`src/rtl/mrl_pkg.sv`:
```
// Shared types and constants for the payload marker run-length parser.
`default_nettype none
package mrl_pkg;

	localparam logic [7:0]  MARKER_BYTE = 8'hFF;
	localparam logic [3:0]  MARKER_LEN  = 4'd8;
	localparam logic [3:0]  SEQ_LAST_POS = 4'd7;
	localparam logic [14:0] COUNT_MAX   = 15'h7FFF;
	localparam int          QUEUE_DEPTH = 4;
	localparam int          QUEUE_AW    = $clog2(QUEUE_DEPTH);
	localparam int          QUEUE_CW    = $clog2(QUEUE_DEPTH + 1);
	localparam logic [QUEUE_CW-1:0] QUEUE_ROOM_MAX = QUEUE_CW'(QUEUE_DEPTH - 2);

	typedef struct packed {
		logic signed [15:0] report_id;
		logic [31:0]        seq_number;
		logic [31:0]        thread_number;
		logic [14:0]        repeat_count;
		logic               last_report;
	} result_t;

	typedef struct packed {
		logic [1:0] count;
		result_t    first;
		result_t    second;
	} push_t;

endpackage
`default_nettype wire

```
`src/rtl/mrl_parse.sv`:
```
// Input register, marker search and record run-length state.
`default_nettype none
module mrl_parse (
	input  logic               clk,
	input  logic               arst_n,
	input  logic               item_valid,
	output logic               item_stall,
	input  logic signed [15:0] flow_id,
	input  logic [7:0]         payload_byte,
	input  logic               end_of_packet,
	input  logic               room,
	output mrl_pkg::push_t     push
);

	logic               valid_s1;
	logic signed [15:0] id_s1;
	logic [7:0]         byte_s1;
	logic               eop_s1;

	logic [3:0]  ff_q;
	logic        in_rec_q;
	logic [3:0]  pos_q;
	logic [63:0] shift_q;
	logic [31:0] seq_q;
	logic [31:0] thr_q;
	logic [14:0] cnt_q;

	logic [3:0]  ff_n;
	logic        in_rec_n;
	logic [3:0]  pos_n;
	logic [63:0] shift_n;
	logic [31:0] seq_n;
	logic [31:0] thr_n;
	logic [14:0] cnt_n;
	logic [3:0]  pos;
	logic        fire;
	logic        accept;
	logic        change_emit;
	logic        final_emit;
	mrl_pkg::result_t change_res;
	mrl_pkg::result_t final_res;

	assign fire       = valid_s1 & room;
	assign item_stall = valid_s1 & ~room;
	assign accept     = item_valid & ~item_stall;

	always_ff @(posedge clk or negedge arst_n) begin
		if (!arst_n) begin
			valid_s1 <= 1'b0;
		end else if (accept) begin
			valid_s1 <= 1'b1;
		end else if (fire) begin
			valid_s1 <= 1'b0;
		end
	end

	always_ff @(posedge clk) begin
		if (accept) begin
			id_s1   <= flow_id;
			byte_s1 <= payload_byte;
			eop_s1  <= end_of_packet;
		end
	end

	always_comb begin
		ff_n        = ff_q;
		in_rec_n    = in_rec_q;
		pos         = pos_q;
		pos_n       = pos_q;
		shift_n     = shift_q;
		seq_n       = seq_q;
		thr_n       = thr_q;
		cnt_n       = cnt_q;
		change_emit = 1'b0;
		final_emit  = 1'b0;
		change_res  = '{id_s1, seq_q, thr_q, cnt_q, 1'b0};

		if (!in_rec_q) begin
			if (byte_s1 == mrl_pkg::MARKER_BYTE) begin
				if (ff_q < mrl_pkg::MARKER_LEN) begin
					ff_n = ff_q + 4'd1;
				end
			end else if (ff_q >= mrl_pkg::MARKER_LEN) begin
				in_rec_n = 1'b1;
				pos      = 4'd0;
			end else begin
				ff_n = 4'd0;
			end
		end

		if (in_rec_n) begin
			if (pos == 4'd0) begin
				shift_n = 64'd0;
			end
			if (!pos[3]) begin
				shift_n[{pos[2:0], 3'b000} +: 8] = byte_s1;
			end
			if (pos == mrl_pkg::SEQ_LAST_POS) begin
				if (shift_n[63:32] != seq_q || shift_n[31:0] != thr_q) begin
					change_emit = (cnt_q != 15'd0);
					cnt_n       = 15'd0;
				end
				seq_n = shift_n[63:32];
				thr_n = shift_n[31:0];
				if (cnt_n < mrl_pkg::COUNT_MAX) begin
					cnt_n = cnt_n + 15'd1;
				end
			end
			pos_n = pos + 4'd1;
		end

		final_res = '{id_s1, seq_n, thr_n, cnt_n, 1'b1};

		if (eop_s1) begin
			final_emit = in_rec_n | (ff_n >= mrl_pkg::MARKER_LEN);
			ff_n       = 4'd0;
			in_rec_n   = 1'b0;
			pos_n      = 4'd0;
			shift_n    = 64'd0;
			seq_n      = 32'd0;
			thr_n      = 32'd0;
			cnt_n      = 15'd0;
		end
	end

	always_comb begin
		push.count  = fire ? ({1'b0, change_emit} + {1'b0, final_emit}) : 2'd0;
		push.first  = change_emit ? change_res : final_res;
		push.second = final_res;
	end

	always_ff @(posedge clk or negedge arst_n) begin
		if (!arst_n) begin
			ff_q     <= 4'd0;
			in_rec_q <= 1'b0;
			pos_q    <= 4'd0;
			shift_q  <= 64'd0;
			seq_q    <= 32'd0;
			thr_q    <= 32'd0;
			cnt_q    <= 15'd0;
		end else if (fire) begin
			ff_q     <= ff_n;
			in_rec_q <= in_rec_n;
			pos_q    <= pos_n;
			shift_q  <= shift_n;
			seq_q    <= seq_n;
			thr_q    <= thr_n;
			cnt_q    <= cnt_n;
		end
	end

endmodule
`default_nettype wire

```
`src/rtl/mrl_queue.sv`:
```
// Report queue taking up to two reports per cycle and releasing one.
`default_nettype none
module mrl_queue (
	input  logic              clk,
	input  logic              arst_n,
	input  mrl_pkg::push_t    push,
	output logic              room,
	output logic              report_valid,
	input  logic              report_stall,
	output mrl_pkg::result_t  head
);

	mrl_pkg::result_t mem_q [mrl_pkg::QUEUE_DEPTH];
	logic [mrl_pkg::QUEUE_AW-1:0] wr_q;
	logic [mrl_pkg::QUEUE_AW-1:0] rd_q;
	logic [mrl_pkg::QUEUE_CW-1:0] count_q;
	logic [mrl_pkg::QUEUE_AW-1:0] wr_next;
	logic                         pop;

	assign wr_next      = wr_q + mrl_pkg::QUEUE_AW'(1);
	assign report_valid = (count_q != '0);
	assign pop          = report_valid & ~report_stall;
	assign room         = (count_q <= mrl_pkg::QUEUE_ROOM_MAX);
	assign head         = mem_q[rd_q];

	always_ff @(posedge clk) begin
		if (push.count != 2'd0) begin
			mem_q[wr_q] <= push.first;
		end
		if (push.count == 2'd2) begin
			mem_q[wr_next] <= push.second;
		end
	end

	always_ff @(posedge clk or negedge arst_n) begin
		if (!arst_n) begin
			wr_q    <= '0;
			rd_q    <= '0;
			count_q <= '0;
		end else begin
			wr_q    <= wr_q + mrl_pkg::QUEUE_AW'(push.count);
			count_q <= count_q + mrl_pkg::QUEUE_CW'(push.count)
				- mrl_pkg::QUEUE_CW'(pop);
			if (pop) begin
				rd_q <= rd_q + mrl_pkg::QUEUE_AW'(1);
			end
		end
	end

endmodule
`default_nettype wire

```
`src/rtl/payload_marker_run_length_parser_core.sv`:
```
// Top level of the payload marker run-length parser.
// Takes one payload byte per cycle while not stalled. A byte is registered and parsed from
// that register once the queue has room; its reports enter a four-entry queue. A byte that
// completes a record whose (sequence, thread) pair differs from a run already counted and
// also ends the packet yields two reports. The input stalls only while the report queue
// holds more than two reports, so a stalled report side backs up into the byte stream
// after a few reports. Reports carry the flow id of the byte that produced them.
`default_nettype none
module payload_marker_run_length_parser_core (
	input  logic               clk,
	input  logic               arst_n,
	input  logic               item_valid,
	output logic               item_stall,
	input  logic signed [15:0] flow_id,
	input  logic [7:0]         payload_byte,
	input  logic               end_of_packet,
	output logic               report_valid,
	input  logic               report_stall,
	output logic signed [15:0] report_id,
	output logic [31:0]        seq_number,
	output logic [31:0]        thread_number,
	output logic [14:0]        repeat_count,
	output logic               last_report
);

	mrl_pkg::push_t   push;
	mrl_pkg::result_t head;
	logic             room;

	mrl_parse u_parse (
		.clk           (clk),
		.arst_n        (arst_n),
		.item_valid    (item_valid),
		.item_stall    (item_stall),
		.flow_id       (flow_id),
		.payload_byte  (payload_byte),
		.end_of_packet (end_of_packet),
		.room          (room),
		.push          (push)
	);

	mrl_queue u_queue (
		.clk          (clk),
		.arst_n       (arst_n),
		.push         (push),
		.room         (room),
		.report_valid (report_valid),
		.report_stall (report_stall),
		.head         (head)
	);

	assign report_id     = head.report_id;
	assign seq_number    = head.seq_number;
	assign thread_number = head.thread_number;
	assign repeat_count  = head.repeat_count;
	assign last_report   = head.last_report;

endmodule
`default_nettype wire

```
`config.mk`:
```
export PLATFORM = sky130hd
export DESIGN_NAME = payload_marker_run_length_parser_core
export DESIGN_NICKNAME = d
export VERILOG_FILES = /design/src/rtl/mrl_pkg.sv /design/src/rtl/mrl_parse.sv /design/src/rtl/mrl_queue.sv /design/src/rtl/payload_marker_run_length_parser_core.sv
export SDC_FILE = /design/constraint.sdc
export NUM_CORES = 1
export LEC_CHECK = 0
export BUFFER_PORTS_ARGS = -buffer_cell sky130_fd_sc_hd__buf_2
export CORE_ASPECT_RATIO = 1.75
export CORE_MARGIN = 2
export CORE_UTILIZATION = 34
export DETAILED_ROUTE_END_ITERATION = 8
export PLACE_DENSITY = 0.59
export SYNTH_ARGS = -nofsm -noshare
export SYNTH_HDL_FRONTEND = slang
export SYNTH_SLANG_ARGS = --single-unit
```
`constraint.sdc`:
```
create_clock -name clk -period 16.93 [get_ports clk]
set_input_delay 0 -clock clk [delete_from_list [all_inputs] [get_ports clk]]
set_output_delay 0 -clock clk [all_outputs]
set_load 0.02 [all_outputs]
```
* After elaboration in Yosys (flattened, before gate mapping)
Memory sizes are Yosys's and may differ from the RTL's.
Cells that the tools add are included.
** Cells by class
- Bitwise logic cells :: 8
- Add/sub/neg operators :: 10
- $lt $le $gt $ge :: 5
- Shift-type cells :: 2
- Multiplexer cells :: 46
- Equal/unequal tests :: 5
- Reductions and logical operators :: 8
** Operator list (count)
- $mux W64 :: 6
- $mux W32 :: 6
- $mux W15 :: 7
- $mux W80 :: 1
- $bwmux W64 :: 1
- $ne A32 B32 Y1 :: 2
- $shift A8 B8 Y64 const A :: 1
- $shiftx A8 B8 Y64 :: 1
- $mux W4 :: 10
- $add A15 B1 Y15 const B :: 1
- $lt A15 B15 Y1 const B :: 1
- $reduce_bool A15 Y1 :: 1
- $mux W1 :: 14
- $add A4 B1 Y4 const B :: 2
- $eq A8 B8 Y1 const B :: 1
- $ge A4 B4 Y1 const B :: 2
- $neg A6 Y8 :: 1
- $reduce_bool A2 Y1 :: 3
- $add A2 B1 Y2 const B :: 2
- $and A1 B1 Y1 :: 4
- $eq A4 B3 Y1 const B :: 1
- $logic_not A4 Y1 :: 1
- $lt A4 B4 Y1 const B :: 1
- $add A3 B2 Y3 :: 1
- other kinds (11) :: 13
** Storage, ports and cells
- RAM bits :: 384
- Memories :: 1
- Logic and storage cells :: 99
- Bits in registers :: 185
- Output and inout bits :: 98
** Memory list
- u_queue.mem_q :: words 4, width 96, rd ports 1, clocked after Yosys merged registers in 0, write ports 2, RTL line mrl_queue.sv:13 : mrl_pkg::result_t mem_q [mrl_pkg::QUEUE_DEPTH];

* Logic depth before layout (Yosys ltp)
Gate-level depths: netlist of run 1.
- Depth after elaboration :: 20
- Gate-level depth with buffers :: 31
- Gate-level depth less buffers :: 23

* Hierarchy
From an unflattened synthesis of run 1, not the netlist that was laid out.
** Unflattened totals
- Cell total of the unflattened synthesis :: 2184
- Area total of the unflattened synthesis :: 30162.7 um^2
** Modules (own cells, without submodules)
- mrl_queue :: sequential area each 11706.2 um^2, area an instance 18868.1 um^2, instances 1, cells an instance 971
- mrl_parse :: sequential area each 4579.4 um^2, area an instance 11294.6 um^2, instances 1, cells an instance 1213

* Worst setup path after synthesis of run 1
Ideal clock, no wire load.
- Path kind :: flip-flop to flip-flop
- From :: register u_parse.in_rec_q
- To :: memory u_queue.mem_q[2][7] (netlist bit) (data pin)
- Slack :: 7.623 ns
- Arrival time :: 9.148 ns
- Cell stages (with the launch flop) :: 32
- Library setup time :: 0.159 ns
- Required time :: 16.771 ns
- Cell sequence :: dfrtp_1 -> clkbuf_1 -> nor2b_1 -> o21ai_1 -> buf_4 -> buf_4 -> and2_1 -> inv_1 -> ha_1 -> ha_1 -> clkbuf_1 -> clkbuf_1 -> o2111ai_1 -> nor2_1 -> a21oi_1 -> a22oi_1 -> nand4_1 -> or4_1 -> nor4_4 -> a21oi_2 -> clkbuf_1 -> clkbuf_1 -> ha_1 -> o21ai_0 -> or3_1 -> clkbuf_1 -> and2_1 -> clkbuf_1 -> inv_1 -> clkbuf_1 -> o21ai_0 -> nor2_1
** RTL lines
- start, declared :: RTL line mrl_parse.sv:21 : logic in_rec_q;
- start signal, assigned :: RTL line mrl_parse.sv:143 : in_rec_q <= in_rec_n;
- end, declared :: RTL line mrl_queue.sv:13

==> results.md, run 1 <==
- The flow ran to the end, and the final reports show no timing, DRC or antenna violations.
- After technology mapping, the gate count stands at 2391.
- Dividing the final minimum period by the clock period gives 0.602.
- The share of total power dissipated in combinational logic is 0.138.
- The share of total power dissipated in the clock network is 0.384.
- The number of endpoints with negative hold slack in the final report is 0.
- At the worst endpoint, the required time is 17.18 ns.
- Summing internal, switching and leakage power gives 0.00328 W.
- The element type at the critical path start is a flip-flop.
- Along the worst path, the maximum fanout reaches 67.
- Across every metal layer, demand over resource in global routing totals 0.223.
- The number of vias per cell after detailed routing is ~5.9.
- Entering global routing, the biggest net connects 79 pins.
- The number of storage elements in the synthesis netlist is 569.
- The total of warnings raised by yosys is 0.
- The total via count after detailed routing is 20900.
- The number of fill cells is 8095.
- The tightest min-delay check is of the input pin to flip-flop type.
- The worst pin sits at a relative slew slack of 0.0442.
- In the final routed layout, each cell accounts on average for 28.0 um.
- The detail route stage leaves a number of antenna-violating nets equal to 0.
- The clock latency reported for the late side of the worst-skew pair is 0.65 ns.
- The number of slew-limit violations in the final report is 0.
- The initial cell density of the core is 0.341.
- The root buffer cell chosen for the clock tree is clkbuf_16.
- The maximum clock path buffer count is 3.
- Summing all placed instances gives a cell area of 30400 um2.
- Derived from the worst setup path, the maximum achievable clock frequency is a little under 0.1 GHz.
- At the pin with the least slew margin, the transition time is 1.43 ns.
- Of the total power, the share spent switching nets is 0.291.
- The most frequent standard cell in the layout excluding fill and tap cells is edfxtp_1.
- For flop-to-flop paths, the worst setup slack is 6.75 ns.
- Setup repair after global routing left no endpoint under its margin.
- The number of clock sinks is roughly 570.
- The repair_antennas step left the layout with diodes totalling 0.
- Data arrives at the worst endpoint at ~10 ns.
- Counting the buffers created by CTS gives between 50 and 60.
- The die covers 88000 um2.
- From bottom edge to top edge, the die measures 391 um.
- Global routing finished with a remaining overflow of 0.
- The average instance area after synthesis is 12.2 um2.
- The cell count after placement is 3384.
- The share of the yosys chip area belonging to registers is 0.558.
- The H-tree was split into 2 levels.
- The via count of the first global-routing pass is 21500.
- The area of the placeable core is 85300 um2.
- The library cells used most frequently in the layout, excluding fill and tap cells, are edfxtp_1, a22o_1, nand2_1.
- The final HPWL from detailed placement is between 60000 and 70000 um.
- Synthesis produced a netlist with a net count of 2436.
- Measured along the x axis, the die boundary spans 225 um.
- In this run, synthesis inferred slightly above 400 flip-flops with an integrated enable.
- The number of antenna violations at the first check in global routing is 1.
- The nature of the critical path endpoint is a flip-flop.
- The floorplan has 142 rows.
- The static leakage is 10.2 nW.
- The finished cells cover 32500 um2.
- The wire length of the first global-routing pass is 145000 um.
- Summed over all nets, the switching power comes to 0.000956 W.
- The setup total negative slack is 0 ns.
- After detailed routing, the total wire length is 98500 um.
- The total power divided by cell area is 101 nW/um2.
- The first routing iteration left between 1500 and 2000 violations.
- Among all flip-flop cells after synthesis, the most frequent one is edfxtp_1.
- The ratio of cells with drive above 1 in the final layout is 0.161.
- The number of iterations in the first detailed-routing pass is 8.
- TritonCTS built the clock tree.
- The critical path is of the flip-flop to flip-flop type.
- Once layout is complete, the cells apart from fillers number 3514.
- The synthesized netlist occupies a cell area of around 29000 um2.
- The clock skew is 0.0369 ns.
- For this design the top-level I/O count stands at between 100 and 150.
- In the routed design, unresolved DRC markers number 0.
- The worst hold slack after final layout is 0.0649 ns.
- The post-synthesis to final-layout area growth is 11.7%.
- The clock period could shrink to 10.18 ns.
- At the end of routability-driven placement, the weighted congestion stood at ~0.94.
- In the synthesized netlist the async set-or-reset flop fraction comes to 0.281.
- In this run, distinct cell masters in the synthesized netlist total 74.
- The share of power burned in registers is 0.478.
- During placement, the flow inserted port buffers numbering 126.
- The number of max-cap violations is 0.
- After clock tree synthesis, the clock-pin slew on the worst setup and hold paths is ~0.07 ns.
- Across the VDD grid, the largest voltage drop is 0.0791 mV.
- The number of setup violations in the final report is 0.
- The cell-internal power is ~0.0023 W.
- The number of nets at the end of the flow is 2435.
final cells by class:
type                            count  area (um2)  share of cell area
Sequential cell                   569       16300               0.500
Multi-Input combinational cell   1538       11700               0.360
Tap cell                         1080        1350              0.0416
Clock inverter                     33         339              0.0104
Timing Repair Buffer              199        1270              0.0391
Clock buffer                       67        1460              0.0449
Inverter                           28         115             0.00354
cells by family after synthesis:
kind of cell	share of synthesized area
buffers and inverters	0.0418
AOI/OAI and AO/OA	0.162
xor gates and xnor gates	0.0223
muxes	0.106
DFF	0.558
adders and majority gates	0.00714
and+or+nand+nor	0.103
path summary, 6_finish.rpt:
check                                                       from  depth (start not counted)                          endpoint
min in group asynchronous                                 arst_n                          4      u_parse.seq_q[6]$_DFFE_PN0P_
worst min register to register  u_queue.mem_q[2][0]$_SDFFE_PP1P_                          2  u_queue.mem_q[2][0]$_SDFFE_PP1P_
worst max-delay path                u_parse.byte_s1[0]$_DFFE_PP_                         20    u_queue.mem_q[0][21]$_DFFE_PP_
worst min-delay path                             payload_byte[1]                          2      u_parse.byte_s1[1]$_DFFE_PP_
max in group asynchronous                                 arst_n                          4      u_parse.thr_q[4]$_DFFE_PN0P_
worst max register to register      u_parse.byte_s1[0]$_DFFE_PP_                         20    u_queue.mem_q[0][21]$_DFFE_PP_
worst max-delay path, stage by stage (launching register included):
cell and delay, ns:
edfxtp_1 0.81, nand4_1 0.28, o21ai_1 0.21, buf_4 0.29, nand2_1 0.25, ha_1 0.45
ha_1 0.79, nor2_1 0.11, o21ai_1 0.59, mux2i_1 0.50, xnor2_1 0.12, nor4_1 0.78
nand4_1 0.31, nor4_4 0.50, a21oi_4 0.09, ha_1 0.38, nor2_1 0.26, and3_4 0.93
nor2_1 0.39, inv_4 0.71, buf_4 0.80
power by group through the flow:
stage	Combinational (W)	Clock [W]	Sequential (W)
2_1_floorplan	0.000313	0	0.00154
3_3_place_gp	0.000449	0	0.00160
3_5_place_dp	0.000452	0	0.00160
4_1_cts	0.000458	0.00128	0.00157
5_1_grt	0.000477	0.00133	0.00157
6_report	0.000451	0.00126	0.00157
Yosys cell counts, types with 31 or more instances:
cell type,instances,area (um2)
and2_1,70,438
dfrtp_1,160,4000
o21ai_0,200,1000
xnor2_1,46,403
a22o_1,289,2530
a21oi_1,51,255
mux2i_1,91,911
nor2_1,85,319
nand3_1,31,155
edfxtp_1,405,12200
buf_1,52,195
and3_1,49,307
nor3_1,31,155
clkbuf_1,161,604
nand2_1,245,920
mux4_2,96,2160
registers in the layout (all words and copies together), names as in the netlist:
name / cells
u_parse.byte_s1: 8
u_parse.cnt_q: 15
u_parse.eop_s1: 1
u_parse.ff_q: 4
u_parse.id_s1: 16
u_parse.in_rec_q: 1
u_parse.pos_q: 4
u_parse.seq_q: 32
u_parse.shift_q: 64
u_parse.thr_q: 32
u_parse.valid_s1: 1
u_queue.count_q: 3
u_queue.mem_q: 384
u_queue.rd_q: 2
u_queue.wr_q: 2
routing by layer:
| metal | vias to the layer above | GRT usage | routed length [um] |
|---|---|---|---|
| met5 | - | 0 | 0 |
| met4 | 0 | 0.120 | 5530 |
| met3 | 223 | 0.0250 | 4970 |
| met2 | 836 | 0.412 | 52500 |
| met1 | 10700 | 0.248 | 35600 |
| li1 | 9080 | - | - |
what timing repair did:
action                                 in CTS  in global routing
endpoints found under the hold margin     134                  0
gates resized for setup                     0                  0
hold buffers                               30                  0
setup buffers                               0                  0
metrics by stage:
stage,util,setup WS [ns]
3_3_place_gp,0.356,7.11
4_1_cts,0.381,6.83
2_1_floorplan,-,7.62
3_5_place_dp,0.356,6.89
6_report,0.381,6.75
5_1_grt,0.381,6.24
Power figures use the tool's default switching activity.
==> run 2: changes to the inputs <==
--- a/config.mk
+++ b/config.mk
@@ -5,6 +5,7 @@
 export SDC_FILE = /design/constraint.sdc
 export NUM_CORES = 1
 export LEC_CHECK = 0
+export ABC_AREA = 1
 export BUFFER_PORTS_ARGS = -buffer_cell sky130_fd_sc_hd__buf_2
 export CORE_ASPECT_RATIO = 1.75
 export CORE_MARGIN = 2
==> constraint.sdc (replaced) <==
create_clock -name clk -period 9.4 [get_ports clk]
set_input_delay 0 -clock clk [delete_from_list [all_inputs] [get_ports clk]]
set_output_delay 0 -clock clk [all_outputs]
set_load 0.02 [all_outputs]
==> results.md, run 2 <==
- The wire length of the first global-routing pass is 159000 um.
- In this run the standard cell core region covers between 80000 and 90000 um2.
- The clock latency reported for the late side of the worst-skew pair is 0.65 ns.
- By area the synthesized netlist is led by edfxtp_1, dfrtp_1, nand2_1.
- Of all nets on the critical path, the largest fanout is 42.
- edfxtp_1 takes more of the synthesized area than any other cell.
- Dividing the synthesized area by the synthesized cell count gives between 8 and 9 um2.
- The share of synthesized area in the top cell type comes to 0.407.
- Across the run, the number of max-cap violations was 0.
- STA puts the critical path data required time at 9.86 ns.
- The total of warnings raised by yosys is 0.
- In the final layout, the registers with the most flip-flops are u_queue.mem_q: 384 flops, u_parse.shift_q: 64 flops.
- The count of buffering cells on the critical path with inverters included is 4.
- The overall routed net length is around 110000 um.
- The part of the power in combinational logic is 0.298.
- The root buffer cell chosen for the clock tree is clkbuf_16.
- The clock period could shrink to 7.67 ns.
- The register-to-register path setup slack is 1.73 ns.
- The maximum clock path buffer count is 3.
- The first routing iteration left 2173 violations.
- The register with the most flip-flops in the layout has 384 of them.
- The die is 396 um tall.
- In this run, distinct cell masters in the synthesized netlist total 45.
- The setup total negative slack is 0 ns.
- For this run the aggregate overflow at the end of global routing stands at 0.
- The post-route clock period utilization is 0.816.
- The worst register-to-register path has a depth of 30.
- During I/O placement, the number of pins put on the boundary was 127.
- The top register by number of flip-flops is u_queue.mem_q.
- The total power divided by cell area is 217 nW/um2.
- The worst register-to-register path ends at u_queue.mem_q[1][90]$_DFFE_PP_.
- The number of antenna-violating nets in the routed design is 0.
- Setup violations remaining at the end of the flow were counted as 0.
- The ratio of cells with drive above 1 in the final layout is 0.0955.
- STA puts the critical path data arrival time at 8.13 ns.
- The most used flip-flop cell after synthesis is edfxtp_1.
- The number of clock sinks is approximately 570.
- Among all stages on the critical path, the largest delay is contributed by nand2_4.
- In this run the tightest slew margin relative to its limit is 0.195.
- The TritonCTS clock tree is done.
- After the last flow step, the layout net total stands at 3604.
- The cell count after synthesis came out at roughly 3500.
- The number of storage elements in the synthesis netlist is 569.
- The cell count after placement is 4634.
- Cell internal power was estimated by the tool at roughly 0.0046 W.
- The filler-free cell count of the finished design is ~4800.
- Setup repair after global routing left no endpoint under its margin.
- The critical path's largest stage delay is 0.68 ns.
- Static timing analysis puts the maximum clock frequency at 0.130 GHz.
- The first detailed-routing pass ran for 5 iterations.
- The library cell used most frequently in the layout, excluding fill and tap cells, is nand2_1.
- Of the total power, the clock network draws 0.323.
- For this design the total switching power over the nets is 0.00272 W.
- In the layout the commonest cells are nand2_1, o22ai_1, edfxtp_1.
- The overall global routing resource usage is 0.231.
- The worst register-to-register path begins at u_parse.byte_s1[7]$_DFFE_PP_.
- The share of the yosys chip area belonging to registers is 0.544.
- Counting stages on the worst path, the most repeated cell is nand2_1.
- The floorplan step defined a die boundary enclosing approximately 90000 um2.
- The flow ran to the end, and the final reports show no timing, DRC or antenna violations.
- The number of fill cells is 8822.
- The CTS buffer count is 53.
- The detailed router placed 26400 vias in this run.
- The clock arrives with 0.0436 ns of skew.
- The nature of the critical path endpoint is a flip-flop.
- The element type at the critical path start is a flip-flop.
- After clock tree synthesis, the clock-pin slew on the worst setup and hold paths is around 0.07 ns.
- Summed over all nets, the half-perimeter wirelength after detailed placement is 70500 um.
- The weighted congestion reported at the end of routability-driven placement is 1.02.
- The path type of the worst setup path is flip-flop to flip-flop.
- The post-synthesis instance area is about 30000 um2.
- The via count of the first global-routing pass is 26000.
- Of the total power, registers draw 0.379.
- The depth of the critical timing path with buffers and inverters included is 30.
- The largest vdd supply drop is 0.176 mV.
- For this configuration, the core starts out at a cell density of 0.343.
- The proportion of synthesized flip-flops having asynchronous set or reset is 0.281.
- Summed over all cells, the static leakage comes to 12.9 nW.
- The switching fraction of total power is 0.371.
- The post-synthesis to final-layout area growth is 13.0%.
- The post-detailed-route DRC marker count is 0.
- The number of endpoints with negative hold slack in the final report was 0.
- In this run, synthesis inferred roughly 400 flip-flops with an integrated enable.
- The maximum number of pins on one net before global-route repair is 96.
- The class of the tightest hold or removal check is input pin to flip-flop.
- The die outline width is 228 um.
- The end of the critical path is u_queue.mem_q[1][90]$_DFFE_PP_.
- The most critical setup path has its startpoint at u_parse.byte_s1[7]$_DFFE_PP_.
- The kind of cell with the highest combined delay on the critical path is simple AND/OR/NAND/NOR gates.
- The number of antenna violations at the first check in global routing is 2.
- The actual transition at the worst max-transition pin is 1.20 ns.
- Dividing the detail-routed wire length by the instance count gives 22.4 um.
- The cell row count is approximately 140.
- The total of buffers placed on input and output ports is around 130.
- The number of vias per cell after detailed routing is around 5.5.
- The post-synthesis net count is around 3600.
- The CTS H-tree depth is 2.
- Yosys instantiated no cell more often than nand2_1.
- By count the netlist is led by nand2_1, o22ai_1, edfxtp_1.
- The number of slew-limit violations in the final report is 0.
[run 2: cell count changes after synthesis, sizes merged, moves of 48 or more]
cell,change
nand2,+645
o22ai,+475
nor2,+306
a22o,-289
inv,+278
nand3,+171
o21ai,+138
mux4,-96
mux2i,-91
and2,-72
buf,-60
and3,-48
[run 2: logic make-up (layout without fill, tap and decap cells)]
logic type      count (synthesis)  after routing  share of synthesized area
simple gates                 1529           1529                      0.210
compound gates                862            862                      0.166
flops                         569            569                      0.544
buf+inv                       527            618                     0.0702
fa+ha+maj                      16             16                    0.00696
xor+xnor                        7              7                    0.00205
other cells                     0              2                          0
[run 2: layout make-up]
type	instances	area, um2	area share
flip-flops and latches	569	16300	0.482
multi-input cells	2414	11600	0.343
clock buffers	63	1410	0.0416
repair buffers	213	1430	0.0425
diodes	2	5.00	0.000148
inverters	308	1160	0.0344
well taps	1160	1450	0.0430
clock inverters	34	444	0.0132
[run 2: worst min-delay path by stage]
stage	start	end	slack [ns]	cells past startpoint
2_1_floorplan	arst_n	u_parse.cnt_q[0]$_DFFE_PN0P_	-0.30	0
3_3_place_gp	arst_n	u_parse.thr_q[15]$_DFFE_PN0P_	-0.003	1
3_5_place_dp	arst_n	u_parse.thr_q[15]$_DFFE_PN0P_	-0.008	1
4_1_cts	flow_id[6]	u_parse.id_s1[6]$_DFFE_PP_	0.05	2
5_1_grt	flow_id[6]	u_parse.id_s1[6]$_DFFE_PP_	0.07	2
6_report	flow_id[6]	u_parse.id_s1[6]$_DFFE_PP_	0.08	2
[run 2: routing by layer]
layer  vias to the layer above  wire length, um  GRT usage
met3                       302             5640     0.0269
met4                         0             6620      0.138
met1                     12800            38700      0.254
met2                       959            55800      0.424
met5                         -                0          0
li1                      12300                -          -
[run 2: through the flow]
step                      hold slack, ns   util  setup slack, ns  cell area [um2]  power [W]
final                             0.0798  0.388             1.73            33700    0.00733
after global routing              0.0725  0.388             1.13            33700    0.00760
after CTS                         0.0451  0.388             1.82            33700    0.00738
after detailed placement        -0.00791  0.363             1.86            31600    0.00502
after global placement          -0.00337  0.363             1.92            31600    0.00501
after floorplan                   -0.296      -             1.61            29800    0.00414
[run 2: worst reg2reg max path, delay by kind of cell (launching register included)]
kind                     cells  cell delay (ns)
adder cells (fa/ha/maj)      3             1.26
buffers and inverters        4             1.21
flip-flops                   1             0.47
AND/OR/NAND/NOR             23             4.53
[run 2: power groups by stage]
stage	Combinational [W]	Clock, W	Sequential, W
6_report	0.00219	0.00237	0.00278
4_1_cts	0.00220	0.00240	0.00278
2_1_floorplan	0.00135	0	0.00279
3_5_place_dp	0.00219	0	0.00283
3_3_place_gp	0.00218	0	0.00283
5_1_grt	0.00233	0.00248	0.00278
[run 2: repair_timing]
action                                 in CTS  in global routing
setup buffers                               0                  0
gates resized for setup                     0                  0
endpoints found under the hold margin      73                  0
hold buffers                               30                  0
==> run 3: changes to the inputs <==
==> constraint.sdc (replaced) <==
create_clock -name clk -period 8 [get_ports clk]
set_input_delay 0 -clock clk [delete_from_list [all_inputs] [get_ports clk]]
set_output_delay 0 -clock clk [all_outputs]
set_load 0.02 [all_outputs]
==> results.md, run 3 (synthesized netlist as in run 2, its figures left out) <==
- The run finished with clean final reports.
- The clock reaches the later pin of the worst-skew pair after 0.65 ns.
- The share of total power dissipated in combinational logic is 0.301.
- For this run, design rule violations remaining after detail routing come to 0.
- Summing all non-filler instances in the final layout gives an area of 33800 um2.
- The net switching component of the power is approximately 0.0032 W.
- The die is 228 um wide.
- The number of slew-limit violations in the final report is 0.
- The end point of the worst hold path is u_parse.byte_s1[6]$_DFFE_PP_.
- The actual transition at the worst max-transition pin is 1.13 ns.
- On the worst path, the slowest cell contributes a delay of 0.82 ns.
- The number of clock sinks is 569.
- The min-delay analysis places its worst path in the category input pin to flip-flop.
- The cell row count is 143.
- The time the worst path needs with I/O delays and setup is 7.50 ns.
- The number of endpoints with negative hold slack in the final report is 0.
- For the final database, setup skew stands at ~0.040 ns.
- The region available for standard cell placement spans around 87000 um2.
- The height of the die is about 400 um.
- Routability-driven placement finished with a final weighted congestion of 0.987.
- The cell depth of the worst flop-to-flop path is 34.
- The maximum fanout encountered on the critical timing path is 67.
- The cell count after placement is 4641.
- Hold is met by between 0.08 and 0.09 ns.
- The post-route clock period utilization is 0.938.
- TritonCTS built the clock tree.
- Headroom to the max-slew limit came out at 0.248.
- The maximum clock rate is 0.133 GHz.
- Detailed routing inserted a total of 26800 vias.
- The number of max-cap violations is 0.
- For this run, the total global-route usage over all layers was measured as 0.234.
- The launch point of the worst reg-to-reg path is u_parse.byte_s1[7]$_DFFE_PP_.
- The overall routed net length is 109000 um.
- For this design the static power due to leakage is 13.0 nW.
- Setup repair after global routing left no endpoint under its margin.
- In this run the most critical hold path is launched from payload_byte[6].
- After detailed routing, the average wire length per cell comes to 22.8 um.
- The number of setup violations in the final report is 0.
- The floorplan step defined a die boundary enclosing 90300 um2.
- The library cell used most frequently in the layout, excluding fill and tap cells, is nand2_1.
- The initial cell density of the core is 0.343.
- The library cells used most frequently in the layout, excluding fill and tap cells, are nand2_1, o22ai_1, edfxtp_1.
- Of the total power, the share spent switching nets is 0.375.
- The slowest stage of the critical path is the buf_4 cell.
- Entering global routing, the biggest net connects 86 pins.
- In this run, the number of DRC markers left after iteration 0 of detailed routing was 2227.
- Cell internal power was estimated by the tool at 0.00536 W.
- The largest vdd supply drop is ~0.18 mV.
- The number of antenna-violating nets in the routed design is 0.
- Dividing total power by cell area gives a power density of around 250 nW/um2.
- The CTS H-tree depth is 2.
- The final HPWL from detailed placement is 71700 um.
- The total of buffers placed on input and output ports is 126.
- The filler-free cell count of the finished design is 4771.
- Of the cells placed in the final design, the portion with a size suffix greater than 1 is 0.0989.
- The arrival time of the worst setup path is slightly below 8 ns.
- The top register by number of flip-flops is u_queue.mem_q.
- The clock transition at the register clock pins on the worst setup and hold paths after CTS is 0.07 ns.
- The buffer cell driving the clock tree root is clkbuf_16.
- The hold buffer count at CTS is 30.
- The number of antenna violations at the first check in global routing is 1.
- STA puts the critical path data required time at 8.37 ns.
- The largest registers in the layout are u_queue.mem_q: 384 flops, u_parse.shift_q: 64 flops.
- After clock tree synthesis, the setup repair step added 0 buffers.
- The final worst-path setup slack is 0.495 ns.
- Of the total power, registers draw 0.383.
- In the final design database the tool counted 3611 nets.
- The worst hold path was traced through 2 stages.
- The CTS buffer count is 53.
- The clock share of power is 0.317.
- The total I/O pin count is 127.
- The number of iterations in the first detailed-routing pass is 6.
- The worst flop-to-flop path endpoint is u_queue.mem_q[1][3]$_DFFE_PP_.
- Relative to the synthesized area, the layout overhead comes to 13.3%.
- The most prevalent standard cell on the critical path is nand2_1.
- After detailed routing, the number of vias per cell comes to between 5 and 6.
- The critical path is of the flip-flop to flip-flop type.
- The worst register-to-register path has a setup slack of around 0.5 ns.
- The number of resized instances in the post-cts repair step is 0.
- In the final timing run, aggregate negative setup slack is 0 ns.
- The total overflow left after global routing is 0.
- In this run the cell area measured after placement is 31700 um2.
- STA classifies the critical path startpoint as a flip-flop.
- The wire length of the first global-routing pass is 161000 um.
- The register with the most flip-flops in the layout has 384 of them.
- The via count of the first global-routing pass came to 26100.
- The post-placement setup slack is 0.799 ns.
- The number of fill cells is 8734.
- The nature of the critical path endpoint is a flip-flop.
- The maximum clock path buffer count is 3.
## run 3: worst max-delay path, delay by kind of cell, from the launching register on
family	cells	cell delay [ns]
adder cells (fa/ha/maj)	3	1.08
AND/OR/NAND/NOR	24	3.63
buffers and inverters	7	1.97
flip-flops	1	0.49
## run 3: worst max-delay path by stage
stage / start / cells after the start / to
floorplan: u_parse.byte_s1[7]$_DFFE_PP_ / 39 / u_queue.mem_q[3][85]$_DFFE_PP_
global placement: u_parse.byte_s1[7]$_DFFE_PP_ / 33 / u_queue.mem_q[1][7]$_DFFE_PP_
detailed placement: u_parse.byte_s1[7]$_DFFE_PP_ / 33 / u_queue.mem_q[1][8]$_DFFE_PP_
CTS: u_parse.byte_s1[7]$_DFFE_PP_ / 33 / u_queue.mem_q[1][8]$_DFFE_PP_
global route: u_parse.byte_s1[7]$_DFFE_PP_ / 34 / u_queue.mem_q[1][3]$_DFFE_PP_
finish: u_parse.byte_s1[7]$_DFFE_PP_ / 34 / u_queue.mem_q[1][3]$_DFFE_PP_
## run 3: layout make-up
cell class | count | area [um2] | share of cell area
Antenna cell | 1 | 2.50 | 0.0000740
Clock buffer | 73 | 1540 | 0.0457
Clock inverter | 26 | 297 | 0.00877
Inverter | 308 | 1160 | 0.0343
Multi-Input combinational cell | 2414 | 11600 | 0.343
Sequential cell | 569 | 16300 | 0.481
Tap cell | 1160 | 1450 | 0.0429
Timing Repair Buffer | 220 | 1520 | 0.0450
## run 3: metal layers
layer / part of all wire / GRT usage / vias to the layer above
met2: 0.50 / 0.414 / 1257
met1: 0.36 / 0.260 / 12800
met3: 0.068 / 0.0330 / 356
met4: 0.070 / 0.161 / 2
li1: - / - / 12300
met5: 0.000064 / 0 / -
## run 3: power by group through the flow
stage / clock network [W] / registers [W] / logic (W)
after floorplan: 0 / 0.00328 / 0.00159
after global placement: 0 / 0.00334 / 0.00257
after detailed placement: 0 / 0.00334 / 0.00257
after CTS: 0.00275 / 0.00328 / 0.00259
after global routing: 0.00285 / 0.00329 / 0.00276
final: 0.00272 / 0.00328 / 0.00258
## run 3: per-stage QoR
| stage | total power, W | utilization |
|---|---|---|
| 2_1_floorplan | 0.00487 | - |
| 3_3_place_gp | 0.00591 | 0.364 |
| 3_5_place_dp | 0.00591 | 0.364 |
| 4_1_cts | 0.00863 | 0.389 |
| 5_1_grt | 0.00890 | 0.389 |
| 6_report | 0.00858 | 0.389 |
